[config.mk]
export PLATFORM = sky130hd
export DESIGN_NAME = threshold_alarm_table_flat
export DESIGN_NICKNAME = d
export VERILOG_FILES = /design/src/hdl/tat_pkg.sv /design/src/hdl/tat_if.sv /design/src/hdl/threshold_alarm_table.sv /design/src/flat_wrapper.sv
export SDC_FILE = /design/constraint.sdc
export NUM_CORES = 1
export LEC_CHECK = 0
export ABC_CLOCK_PERIOD_IN_PS = 19800
export BUFFER_PORTS_ARGS = -buffer_cell sky130_fd_sc_hd__clkbuf_2
export CAP_MARGIN = 10
export CORE_AREA = 2 2 207 209
export DETAILED_ROUTE_END_ITERATION = 16
export DIE_AREA = 0 0 209 211
export PLACE_DENSITY = 0.75
export SYNTH_ARGS = -nofsm -noshare
export SYNTH_HDL_FRONTEND = slang
export SYNTH_SLANG_ARGS = --single-unit
[constraint.sdc]
create_clock -name clk_i -period 19.8 [get_ports clk_i]
set_input_delay 3.96 -clock clk_i [delete_from_list [all_inputs] [get_ports clk_i]]
set_output_delay 3.96 -clock clk_i [all_outputs]
set_load 0.02 [all_outputs]
[src/hdl/tat_pkg.sv]
// Shared types and constants of the threshold alarm table.
`default_nettype none

package tat_pkg;

  localparam int unsigned TAT_SLOTS = 5;

  localparam logic [3:0] TAT_NO_SENSOR = 4'd15;
  localparam logic [3:0] TAT_MAX_CODE  = 4'd9;
  localparam logic [7:0] TAT_COUNT_MAX = 8'hFF;
  localparam logic [7:0] TAT_PLIM_RST  = 8'd3;
  localparam logic [7:0] TAT_HOLD_RST  = 8'd10;

  typedef logic [3:0]        tat_code_t;
  typedef logic [7:0]        tat_count_t;
  typedef logic signed [23:0] tat_value_t;

  typedef enum logic [1:0] {
    ACT_SET    = 2'd0,
    ACT_CLEAR  = 2'd1,
    ACT_SAMPLE = 2'd2
  } tat_action_e;

  typedef enum logic [1:0] {
    ST_DONE      = 2'd0,
    ST_NO_ROOM   = 2'd1,
    ST_NOT_FOUND = 2'd2
  } tat_status_e;

  typedef enum logic {
    REG_PLIM    = 1'b0,
    REG_HOLDOFF = 1'b1
  } tat_reg_e;

endpackage

`default_nettype wire

[src/hdl/tat_if.sv]
// Request and response channel interfaces of the threshold alarm table.
`default_nettype none

interface tat_req_if import tat_pkg::*; ();
  logic       valid;
  logic       ready;
  logic [1:0] action;
  tat_code_t  variable;
  tat_value_t sample_value;
  tat_value_t upper_limit;
  tat_value_t lower_limit;

  modport source (output valid, action, variable, sample_value, upper_limit, lower_limit,
                  input ready);
  modport sink   (input valid, action, variable, sample_value, upper_limit, lower_limit,
                  output ready);
endinterface

interface tat_rsp_if import tat_pkg::*; ();
  logic       valid;
  logic       ready;
  logic [1:0] status;
  logic       alarm_fired;
  tat_code_t  alarm_variable;
  tat_value_t alarm_value;

  modport source (output valid, status, alarm_fired, alarm_variable, alarm_value,
                  input ready);
  modport sink   (input valid, status, alarm_fired, alarm_variable, alarm_value,
                  output ready);
endinterface

`default_nettype wire

[src/hdl/threshold_alarm_table.sv]
// Threshold alarm table: slot matching, persistence counting and holdoff.
//
// Each request on req_i sets an alarm for a sensor, clears it, or presents a
// sample for it; the fourth action code changes nothing. Every request yields
// exactly one response on rsp_o with a status and, for a sample that fires,
// the sensor code and the sample value. A request is first captured in an
// input register and the slot table is searched; once the response register
// can take a new response, the selected slot is updated and the response
// register is loaded. One request is taken every cycle while the receiver
// does not stall. When the receiver stalls, the response is held and the
// request waiting in the input register stays there; req_i.ready drops only
// while both registers are full, so at most two requests are in flight.
// Reset empties the table (no slot active, no sensor held, all counters zero)
// and loads the persistence limit with 3 and the holdoff with 10. Both are
// written over the APB port at addresses 0 and 4; the user must write them
// only while no request is pending, a rule the block itself leaves unchecked.
`default_nettype none

module threshold_alarm_table import tat_pkg::*; #(
  parameter int unsigned SLOTS = TAT_SLOTS
) (
  input  wire logic        clk_i,
  input  wire logic        rst_ni,
  tat_req_if.sink          req_i,
  tat_rsp_if.source        rsp_o,
  input  wire logic        psel,
  input  wire logic        penable,
  input  wire logic        pwrite,
  input  wire logic [2:0]  paddr,
  input  wire logic [31:0] pwdata,
  output logic [31:0]      prdata,
  output logic             pready
);

  tat_count_t plim_q;
  tat_count_t holdoff_q;

  logic       in_valid_q;
  logic [1:0] act_q;
  tat_code_t  code_q;
  tat_value_t value_q;
  tat_value_t upper_in_q;
  tat_value_t lower_in_q;

  logic       out_valid_q;
  logic [1:0] status_q, status_d;
  logic       fired_q, fired_d;
  tat_code_t  avar_q, avar_d;
  tat_value_t aval_q, aval_d;

  logic [SLOTS-1:0] active_q, active_d;
  tat_code_t        sensor_q [SLOTS];
  tat_code_t        sensor_d [SLOTS];
  tat_value_t       upper_q  [SLOTS];
  tat_value_t       upper_d  [SLOTS];
  tat_value_t       lower_q  [SLOTS];
  tat_value_t       lower_d  [SLOTS];
  tat_count_t       over_q   [SLOTS];
  tat_count_t       over_d   [SLOTS];
  tat_count_t       under_q  [SLOTS];
  tat_count_t       under_d  [SLOTS];
  tat_count_t       hold_q   [SLOTS];
  tat_count_t       hold_d   [SLOTS];

  logic [SLOTS-1:0] hit_any, hit_act, free;
  logic [SLOTS-1:0] first_any, first_act, first_free, set_sel;

  tat_value_t sel_upper, sel_lower;
  tat_count_t sel_over, sel_under, sel_hold;
  tat_count_t over_inc, under_inc, over_new, under_new;
  logic       above, below, fire, code_ok;
  logic       commit, accept, wr_en;

  // Handshakes.
  assign commit      = in_valid_q && (!out_valid_q || rsp_o.ready);
  assign req_i.ready = !in_valid_q || commit;
  assign accept      = req_i.valid && req_i.ready;

  // Configuration registers.
  assign pready = 1'b1;
  assign wr_en  = psel && penable && pwrite;

  always_ff @(posedge clk_i or negedge rst_ni) begin
    if (!rst_ni) begin
      plim_q    <= TAT_PLIM_RST;
      holdoff_q <= TAT_HOLD_RST;
    end else if (wr_en) begin
      case (tat_reg_e'(paddr[2]))
        REG_PLIM:    plim_q    <= pwdata[7:0];
        REG_HOLDOFF: holdoff_q <= pwdata[7:0];
        default: ;
      endcase
    end
  end

  always_comb begin
    case (tat_reg_e'(paddr[2]))
      REG_PLIM:    prdata = {24'd0, plim_q};
      REG_HOLDOFF: prdata = {24'd0, holdoff_q};
      default:     prdata = '0;
    endcase
  end

  // Input register.
  always_ff @(posedge clk_i or negedge rst_ni) begin
    if (!rst_ni) begin
      in_valid_q <= 1'b0;
    end else if (accept) begin
      in_valid_q <= 1'b1;
    end else if (commit) begin
      in_valid_q <= 1'b0;
    end
  end

  always_ff @(posedge clk_i) begin
    if (accept) begin
      act_q      <= req_i.action;
      code_q     <= req_i.variable;
      value_q    <= req_i.sample_value;
      upper_in_q <= req_i.upper_limit;
      lower_in_q <= req_i.lower_limit;
    end
  end

  // Slot search: lowest matching slot wins.
  always_comb begin
    for (int i = 0; i < SLOTS; i++) begin
      hit_any[i] = (sensor_q[i] == code_q);
      free[i]    = !active_q[i];
    end
  end

  assign hit_act    = hit_any & active_q;
  assign first_any  = hit_any & (~hit_any + 1'b1);
  assign first_act  = hit_act & (~hit_act + 1'b1);
  assign first_free = free & (~free + 1'b1);
  assign set_sel    = (|hit_any) ? first_any : first_free;
  assign code_ok    = (code_q <= TAT_MAX_CODE);

  always_comb begin
    sel_upper = '0;
    sel_lower = '0;
    sel_over  = '0;
    sel_under = '0;
    sel_hold  = '0;
    for (int i = 0; i < SLOTS; i++) begin
      if (first_act[i]) begin
        sel_upper = sel_upper | upper_q[i];
        sel_lower = sel_lower | lower_q[i];
        sel_over  = sel_over  | over_q[i];
        sel_under = sel_under | under_q[i];
        sel_hold  = sel_hold  | hold_q[i];
      end
    end
  end

  // Persistence counting for the selected slot.
  assign above     = (value_q > sel_upper);
  assign below     = (value_q < sel_lower);
  assign over_inc  = (sel_over == TAT_COUNT_MAX) ? sel_over : sel_over + 8'd1;
  assign under_inc = (sel_under == TAT_COUNT_MAX) ? sel_under : sel_under + 8'd1;
  assign over_new  = above ? over_inc : '0;
  assign under_new = (!above && below) ? under_inc : '0;
  assign fire      = (above || below) && ((over_new >= plim_q) || (under_new >= plim_q));

  always_comb begin
    active_d = active_q;
    sensor_d = sensor_q;
    upper_d  = upper_q;
    lower_d  = lower_q;
    over_d   = over_q;
    under_d  = under_q;
    hold_d   = hold_q;
    status_d = ST_DONE;
    fired_d  = 1'b0;
    avar_d   = '0;
    aval_d   = '0;
    case (tat_action_e'(act_q))
      ACT_SET: begin
        if (!code_ok) begin
          status_d = ST_NOT_FOUND;
        end else if (!(|set_sel)) begin
          status_d = ST_NO_ROOM;
        end else begin
          for (int i = 0; i < SLOTS; i++) begin
            if (set_sel[i]) begin
              active_d[i] = 1'b1;
              sensor_d[i] = code_q;
              upper_d[i]  = upper_in_q;
              lower_d[i]  = lower_in_q;
              over_d[i]   = '0;
              under_d[i]  = '0;
              hold_d[i]   = '0;
            end
          end
        end
      end
      ACT_CLEAR: begin
        if (!code_ok || !(|hit_any)) begin
          status_d = ST_NOT_FOUND;
        end else begin
          for (int i = 0; i < SLOTS; i++) begin
            if (first_any[i]) begin
              active_d[i] = 1'b0;
              over_d[i]   = '0;
              under_d[i]  = '0;
              hold_d[i]   = '0;
            end
          end
        end
      end
      ACT_SAMPLE: begin
        if (!code_ok || !(|hit_act)) begin
          status_d = ST_NOT_FOUND;
        end else begin
          for (int i = 0; i < SLOTS; i++) begin
            if (first_act[i]) begin
              if (sel_hold != '0) begin
                hold_d[i] = sel_hold - 8'd1;
              end else if (fire) begin
                over_d[i]  = '0;
                under_d[i] = '0;
                hold_d[i]  = holdoff_q;
              end else begin
                over_d[i]  = over_new;
                under_d[i] = under_new;
              end
            end
          end
          if (sel_hold == '0 && fire) begin
            fired_d = 1'b1;
            avar_d  = code_q;
            aval_d  = value_q;
          end
        end
      end
      default: ;
    endcase
  end

  // Slot table.
  always_ff @(posedge clk_i or negedge rst_ni) begin
    if (!rst_ni) begin
      active_q <= '0;
      for (int i = 0; i < SLOTS; i++) begin
        sensor_q[i] <= TAT_NO_SENSOR;
        over_q[i]   <= '0;
        under_q[i]  <= '0;
        hold_q[i]   <= '0;
      end
    end else if (commit) begin
      active_q <= active_d;
      for (int i = 0; i < SLOTS; i++) begin
        sensor_q[i] <= sensor_d[i];
        over_q[i]   <= over_d[i];
        under_q[i]  <= under_d[i];
        hold_q[i]   <= hold_d[i];
      end
    end
  end

  always_ff @(posedge clk_i) begin
    if (commit) begin
      for (int i = 0; i < SLOTS; i++) begin
        upper_q[i] <= upper_d[i];
        lower_q[i] <= lower_d[i];
      end
    end
  end

  // Response register.
  always_ff @(posedge clk_i or negedge rst_ni) begin
    if (!rst_ni) begin
      out_valid_q <= 1'b0;
    end else if (commit) begin
      out_valid_q <= 1'b1;
    end else if (rsp_o.ready) begin
      out_valid_q <= 1'b0;
    end
  end

  always_ff @(posedge clk_i) begin
    if (commit) begin
      status_q <= status_d;
      fired_q  <= fired_d;
      avar_q   <= avar_d;
      aval_q   <= aval_d;
    end
  end

  assign rsp_o.valid          = out_valid_q;
  assign rsp_o.status         = status_q;
  assign rsp_o.alarm_fired    = fired_q;
  assign rsp_o.alarm_variable = avar_q;
  assign rsp_o.alarm_value    = aval_q;

endmodule

`default_nettype wire

[src/flat_wrapper.sv]
// flat-port wrapper written by rule: the top's interface ports become plain ports
module threshold_alarm_table_flat import tat_pkg::*;
#(
  parameter int unsigned SLOTS = TAT_SLOTS
)
  (clk_i, rst_ni, psel, penable, pwrite, paddr, pwdata, prdata, pready, req_i_valid, req_i_action, req_i_variable, req_i_sample_value, req_i_upper_limit, req_i_lower_limit, req_i_ready, rsp_o_valid, rsp_o_status, rsp_o_alarm_fired, rsp_o_alarm_variable, rsp_o_alarm_value, rsp_o_ready);
  tat_req_if req_i_i ();
  tat_rsp_if rsp_o_i ();
  input  wire logic clk_i;
  input  wire logic rst_ni;
  input  wire logic psel;
  input  wire logic penable;
  input  wire logic pwrite;
  input  wire logic [2:0] paddr;
  input  wire logic [31:0] pwdata;
  output logic [31:0] prdata;
  output logic pready;
  input wire logic [$bits(req_i_i.valid)-1:0] req_i_valid;
  input wire logic [$bits(req_i_i.action)-1:0] req_i_action;
  input wire logic [$bits(req_i_i.variable)-1:0] req_i_variable;
  input wire logic [$bits(req_i_i.sample_value)-1:0] req_i_sample_value;
  input wire logic [$bits(req_i_i.upper_limit)-1:0] req_i_upper_limit;
  input wire logic [$bits(req_i_i.lower_limit)-1:0] req_i_lower_limit;
  output wire logic [$bits(req_i_i.ready)-1:0] req_i_ready;
  output wire logic [$bits(rsp_o_i.valid)-1:0] rsp_o_valid;
  output wire logic [$bits(rsp_o_i.status)-1:0] rsp_o_status;
  output wire logic [$bits(rsp_o_i.alarm_fired)-1:0] rsp_o_alarm_fired;
  output wire logic [$bits(rsp_o_i.alarm_variable)-1:0] rsp_o_alarm_variable;
  output wire logic [$bits(rsp_o_i.alarm_value)-1:0] rsp_o_alarm_value;
  input wire logic [$bits(rsp_o_i.ready)-1:0] rsp_o_ready;
  assign req_i_i.valid = req_i_valid;
  assign req_i_i.action = req_i_action;
  assign req_i_i.variable = req_i_variable;
  assign req_i_i.sample_value = req_i_sample_value;
  assign req_i_i.upper_limit = req_i_upper_limit;
  assign req_i_i.lower_limit = req_i_lower_limit;
  assign req_i_ready = req_i_i.ready;
  assign rsp_o_valid = rsp_o_i.valid;
  assign rsp_o_status = rsp_o_i.status;
  assign rsp_o_alarm_fired = rsp_o_i.alarm_fired;
  assign rsp_o_alarm_variable = rsp_o_i.alarm_variable;
  assign rsp_o_alarm_value = rsp_o_i.alarm_value;
  assign rsp_o_i.ready = rsp_o_ready;
  threshold_alarm_table #(.SLOTS(SLOTS)) u_core (.clk_i(clk_i), .rst_ni(rst_ni), .req_i(req_i_i), .rsp_o(rsp_o_i), .psel(psel), .penable(penable), .pwrite(pwrite), .paddr(paddr), .pwdata(pwdata), .prdata(prdata), .pready(pready));
endmodule
Word-level counts from Yosys, hierarchy flattened --
Index checks and enable logic that the tools add are counted.
Storage, ports and cells: flip-flop bits (word level) 512, bits of input ports 120, output and inout bits 66, logic and storage cells 272
Operators by class: $add $sub $neg 6, magnitude comparators 5, equal/unequal tests 30, mux-type cells 95, bitwise logic cells 30, reduce and logical (&&, ||, !) cells 58
Operators with widths (number):
- 2-to-1 mux 8 bit | 50
- one-hot mux 40 bit (3 select lines) | 3
- 2-to-1 mux 24 bit | 10
- 2-to-1 mux 40 bit | 6
- OR 24 bit | 8
- AND reduction 10 bit | 10
- OR 8 bit | 12
- one-hot mux 32 bit (2 select lines) | 1
- AND reduction 7 bit | 5
- inequality test 2 x 1 -> 1 bit (second input constant) | 17
- AND reduction 5 bit | 5
- > comparator 24 bit | 1
- less-than comparator 24 bit | 1
- bitwise AND 5 bit | 4
- equality test 4 bit | 5
- 2-to-1 mux 5 bit | 4
- adder 8 x 1 -> 8 bit (second input constant) | 2
- equality test 8 bit (second input constant) | 2
- greater-or-equal comparator 8 bit | 2
- 2-to-1 mux 1 bit | 16
- adder 5 x 1 -> 5 bit (second input constant) | 3
- NOT 5 bit | 3
- OR reduction 5 bit | 3
- logical NOT 1 bit | 11
- 20 further kinds | 40

Depth between registers and ports, before layout --
word-level depth 26, gate-level depth with buffers 31

Worst setup path before layout --
Ideal clock, no wire load.
path type input -> output, start point input paddr[2], end point output prdata[4], arrival time 4.807 ns, slack 11.033 ns, stages 3, path buffers 2, path through clkbuf_1 clkbuf_1 o21ai_0
On the way: cells in the longest elaborated chain, start to end 2
RTL lines:
- start, declared | line flat_wrapper.sv:14 | input wire logic [2:0] paddr;
- NOT 1 bit (no source line)
- one-hot mux 32 bit (2 select lines) (*) | line threshold_alarm_table.sv:97 | case (tat_reg_e'(paddr[2]))
- end, declared | line flat_wrapper.sv:16 | output logic [31:0] prdata;
Every way passes the cells marked *; elsewhere a longest branch is shown, timed or not. The select of a mux whose other input is x is not followed.

Worst setup path after layout --
start point register u_core.code_q[2], end point register u_core.hold_q[13] (netlist bit)
On the way: cells in the longest elaborated chain, start to end 23
RTL lines:
- start, declared | line threshold_alarm_table.sv:40 | tat_code_t code_q;
- start signal, assigned | line threshold_alarm_table.sv:118 | code_q <= req_i.variable;
- equality test 4 bit | line threshold_alarm_table.sv:128 | hit_any[i] = (sensor_q[i] == code_q);
- bitwise AND 5 bit | line threshold_alarm_table.sv:133 | assign hit_act = hit_any & active_q;
- NOT 5 bit | line threshold_alarm_table.sv:135 | assign first_act = hit_act & (~hit_act + 1'b1);
- adder 5 x 1 -> 5 bit | line threshold_alarm_table.sv:135
- bitwise AND 5 bit | line threshold_alarm_table.sv:135
- 2-to-1 mux 24 bit | line threshold_alarm_table.sv:147 | if (first_act[i]) begin
- OR 24 bit | line threshold_alarm_table.sv:148 | sel_upper = sel_upper | upper_q[i];
- 2-to-1 mux 24 bit | line threshold_alarm_table.sv:147
- [7 not listed]
- logical NOT 1 bit | line threshold_alarm_table.sv:163 | assign under_new = (!above && below) ? under_inc : '0;
- logical AND 1 bit | line threshold_alarm_table.sv:163
- 2-to-1 mux 8 bit | line threshold_alarm_table.sv:163
- greater-or-equal comparator 8 bit | line threshold_alarm_table.sv:164 | assign fire = (above || below) && ((over_new >= plim_q) || (under_new >= plim_q));
- logical OR 1 bit | line threshold_alarm_table.sv:164
- logical AND 1 bit | line threshold_alarm_table.sv:164
- inequality test 3 x 1 -> 1 bit (no source line)
- AND reduction 10 bit (no source line)
- end signal, assigned by index | line threshold_alarm_table.sv:257 | hold_q[i] <= hold_d[i];
- end, declared | line threshold_alarm_table.sv:62 | tat_count_t hold_q [SLOTS];
Parallel ways exist; a longest one is shown, timed or not. The select of a mux whose other input is x is not followed. A chain may end at the register's enable or synchronous reset.

==> summary.txt <==
Outcome: finished, final reports clean
Top post-synthesis cells by area: edfxtp_1 46%, dfrtp_1 15%, mux2_2 6.0%
Layout Skew: 0.0256 ns
RSZ-0062 raised after global routing: false
Setup Slack @ Placement: 10.39 ns
Post-synthesis register bit count: 512
Vias per cell: 6.19
Gpl congestion: 0.852
Grt ovf: 0
Area Growth Syn to Fin: 12.4%
Leak Pwr: 0.00998 uW
Largest net degree at the start of global routing: 91
Final hold slack: 0.466 ns
Gr usage total: 24.9%
Setup ws final: 10.22 ns
Final hold violations: 0
Max-cap violations: 0
Most frequent cells in the layout: 349 x edfxtp_1, 139 x dfrtp_1, 137 x nand2_1, 133 x clkbuf_2, 122 x mux2_2
First-pass DRT Iterations: 7
Type of the tightest min-delay check: reg2reg
Vias in the first global route: 15273
Yosys top cell by area: edfxtp_1
Synth Cell Area: 22800 um2
Worst-path clk slew: 0.06 ns
Worst path max stage delay: 0.97 ns
Core ar.: 41800 um2
Post-route cell area: 25600 um2
Post-synth top area share: 46.0%
Final period utilization: 48.4%
Overall Power: 2810 uW
Die Y: 211 um
Longest Clk Path Bufs: 3
First-pass GRT wire length: 84400 um
Critical Path RT: 20.27 ns
Largest family of logic cells by synthesized area: simple AND/OR/NAND/NOR gates
Slew headroom: 17.6%
H-Tree Level Count: 2
Hold-fix buffers at CTS: 0
Via Count: 14942
Total negative slack: 0 ns
IO Pins: 186
Worst setup EP type: flop
Worst Tran Pin Value: 1.23 ns
Simple-gate share of the synthesized area: 10.8%
Post-Synth Adder-Cell Area: 3.68%
Layout cells sized above 1: 22.8%
Synth Area in XOR/XNOR: 1.08%
Post-synth cell types: 77
Max Slew Vio Count: 0
Async SR Flop Fraction: 31.8%
Initial DRC count: 1426
Area fraction in compound gates after synthesis: 9.80%
Rows: 75
Synthesized instance count: 1708
Initial Utilization: 54.5%
Post-synthesis sequential area ratio: 64.1%
Die W: 209 um
Layout net count: 2019
Critical-path top delay cell: nor3_2
Die footprint: 44100 um2
CTS tree: yes
ANT nets after route: 0
Final period demand of the worst path: 9.58 ns
Worst-Skew Late Latency: 0.61 ns
Arr. time, crit path: 10.06 ns
TritonCTS buffer count: 51
Worst Setup Start Kind: flop
HPWL after DPL: 32800 um
Crit path kind: reg2reg
IO Port Bufs: 134
Mux cell area share after synthesis: 7.30%
Crit path max fanout: 46
Most common cell after layout, fill and taps aside: edfxtp_1
Post-route DRC: 0
Initial antenna violation count: 2
Clock root buffer: clkbuf_16
DR WL/cell: 22.4 um
Power Dens Cells: 110 nW/um2
Primary FF master, synth: edfxtp_1
Fillers: 3065
Setup Fix Bufs, Post-CTS: 0
Yosys warns: 0
Fmax: 104 MHz
Synthesized area per cell: 13.3 um2
DP Area: 23800 um2
Num Clock Sinks: 512
Worst VDD drop: 0.0755 mV
Crit path cell chain: xnor2_1, and4_1, nand2_1, nor3_2, buf_4, a221oi_1, ha_1, nand4_1, a2111oi_0, a2111oi_0, o31ai_1, xor2_1, nand2_1, nor2_1, ha_1, a21o_1, a21oi_1, o21ai_0, a21oi_1, o21ai_0, o21ai_1, a21oi_2, mux2_2
# setup viols final: 0
Post-CTS sizing: 0
Drt total wl: 54100 um
EDFF count, synth: 349
[cells in the mapped netlist (13+ instances only)]
cell type / n
edfxtp_1: 349
dfrtp_1: 139
nand2_1: 139
mux2_2: 122
nor2_1: 106
nand3_1: 88
ha_1: 67
o21ai_0: 59
a31oi_1: 56
clkbuf_1: 53
a221oi_1: 50
and2_1: 35
buf_4: 33
inv_1: 33
a21oi_1: 26
dfstp_2: 24
xnor2_1: 21
nor3_1: 20
and3_1: 19
o211ai_1: 18
a21o_1: 17
nand4_1: 17
or3_1: 16
a211oi_1: 14
nand2b_1: 14
mux2i_1: 13
[worst paths after layout]
path,from,endpoint,slack [ns],cells after the start
max in group asynchronous,rst_ni,u_core.hold_q[6],14.90,2
hold / removal,u_core.sensor_q[7],u_core.sensor_q[7],0.47,2
hold reg to reg,u_core.sensor_q[7],u_core.sensor_q[7],0.47,2
setup reg to reg,u_core.code_q[2],u_core.hold_q[13],10.22,23
setup / recovery,u_core.code_q[2],u_core.hold_q[13],10.22,23
min in group asynchronous,rst_ni,u_core.active_q[1],3.45,1
[metrics by stage]
stage               std cells  utilization, %
CTS                      2414            61.2
floorplan                1731               -
finish                   2415            61.2
global route             2414            61.2
global placement         2318            57.0
detailed placement       2318            57.0
[registers in the layout (all words and copies together) (netlist names), 2 cells and up]
register / count
u_core.rsp_o.alarm_value: 24
u_core.upper_q: 120
u_core.plim_q: 8
u_core.lower_in_q: 24
u_core.over_q: 40
u_core.lower_q: 120
u_core.value_q: 24
u_core.active_q: 5
u_core.rsp_o.status: 2
u_core.upper_in_q: 24
u_core.code_q: 4
u_core.hold_q: 40
u_core.holdoff_q: 8
u_core.sensor_q: 20
u_core.rsp_o.alarm_variable: 4
u_core.under_q: 40
u_core.act_q: 2
[power breakdown]
part           switching, uW  internal [uW]
Sequential              59.5           1250
Combinational            321            180
Clock                    407            598
Total                    788           2020
[kinds of logic (layout without fill, tap and decap cells)]
logic type               count (synthesis)  count (layout)
AND/OR/NAND/NOR                        494             494
other                                    2              26
XOR/XNOR                                28              28
buffers and inverters                  144             288
adder cells (fa/ha/maj)                 67              67
flip-flops                             512             512
multiplexers                           146             146
AO/OA/AOI/OAI                          315             315
[layer usage]
metal | global-route usage (%) | part of all wire, % | wire length [um] | up-vias
met3 | 4.74 | 7.8 | 4240 | 137
met4 | 11.2 | 3.6 | 1920 | 0
met2 | 40.6 | 48 | 26100 | 664
li1 | - | - | - | 6685
met5 | 0 | 0 | 0 | -
met1 | 32.6 | 40 | 21800 | 7456
[final cells by class]
type	instances	area, um2	share of cell area [%]
multi-input combinational	1075	7560	29.6
sequential	512	14600	57.1
timing repair buffer	159	865	3.38
clock buffer	64	1340	5.22
antenna	1	2.50	0.00979
clock inverter	32	420	1.64
tap	539	674	2.64
inverter	33	124	0.484
[worst max-delay path, delay by kind of cell, from the launching register on]
| family | cells | cell delay [ns] |
|---|---|---|
| compound gates | 11 | 3.50 |
| simple gates | 6 | 2.68 |
| xor+xnor | 2 | 0.86 |
| buf+inv | 1 | 0.73 |
| flops | 1 | 0.63 |
| fa+ha+maj | 2 | 0.60 |
| mux | 1 | 0.41 |
(Power assumes the default switching activity.)
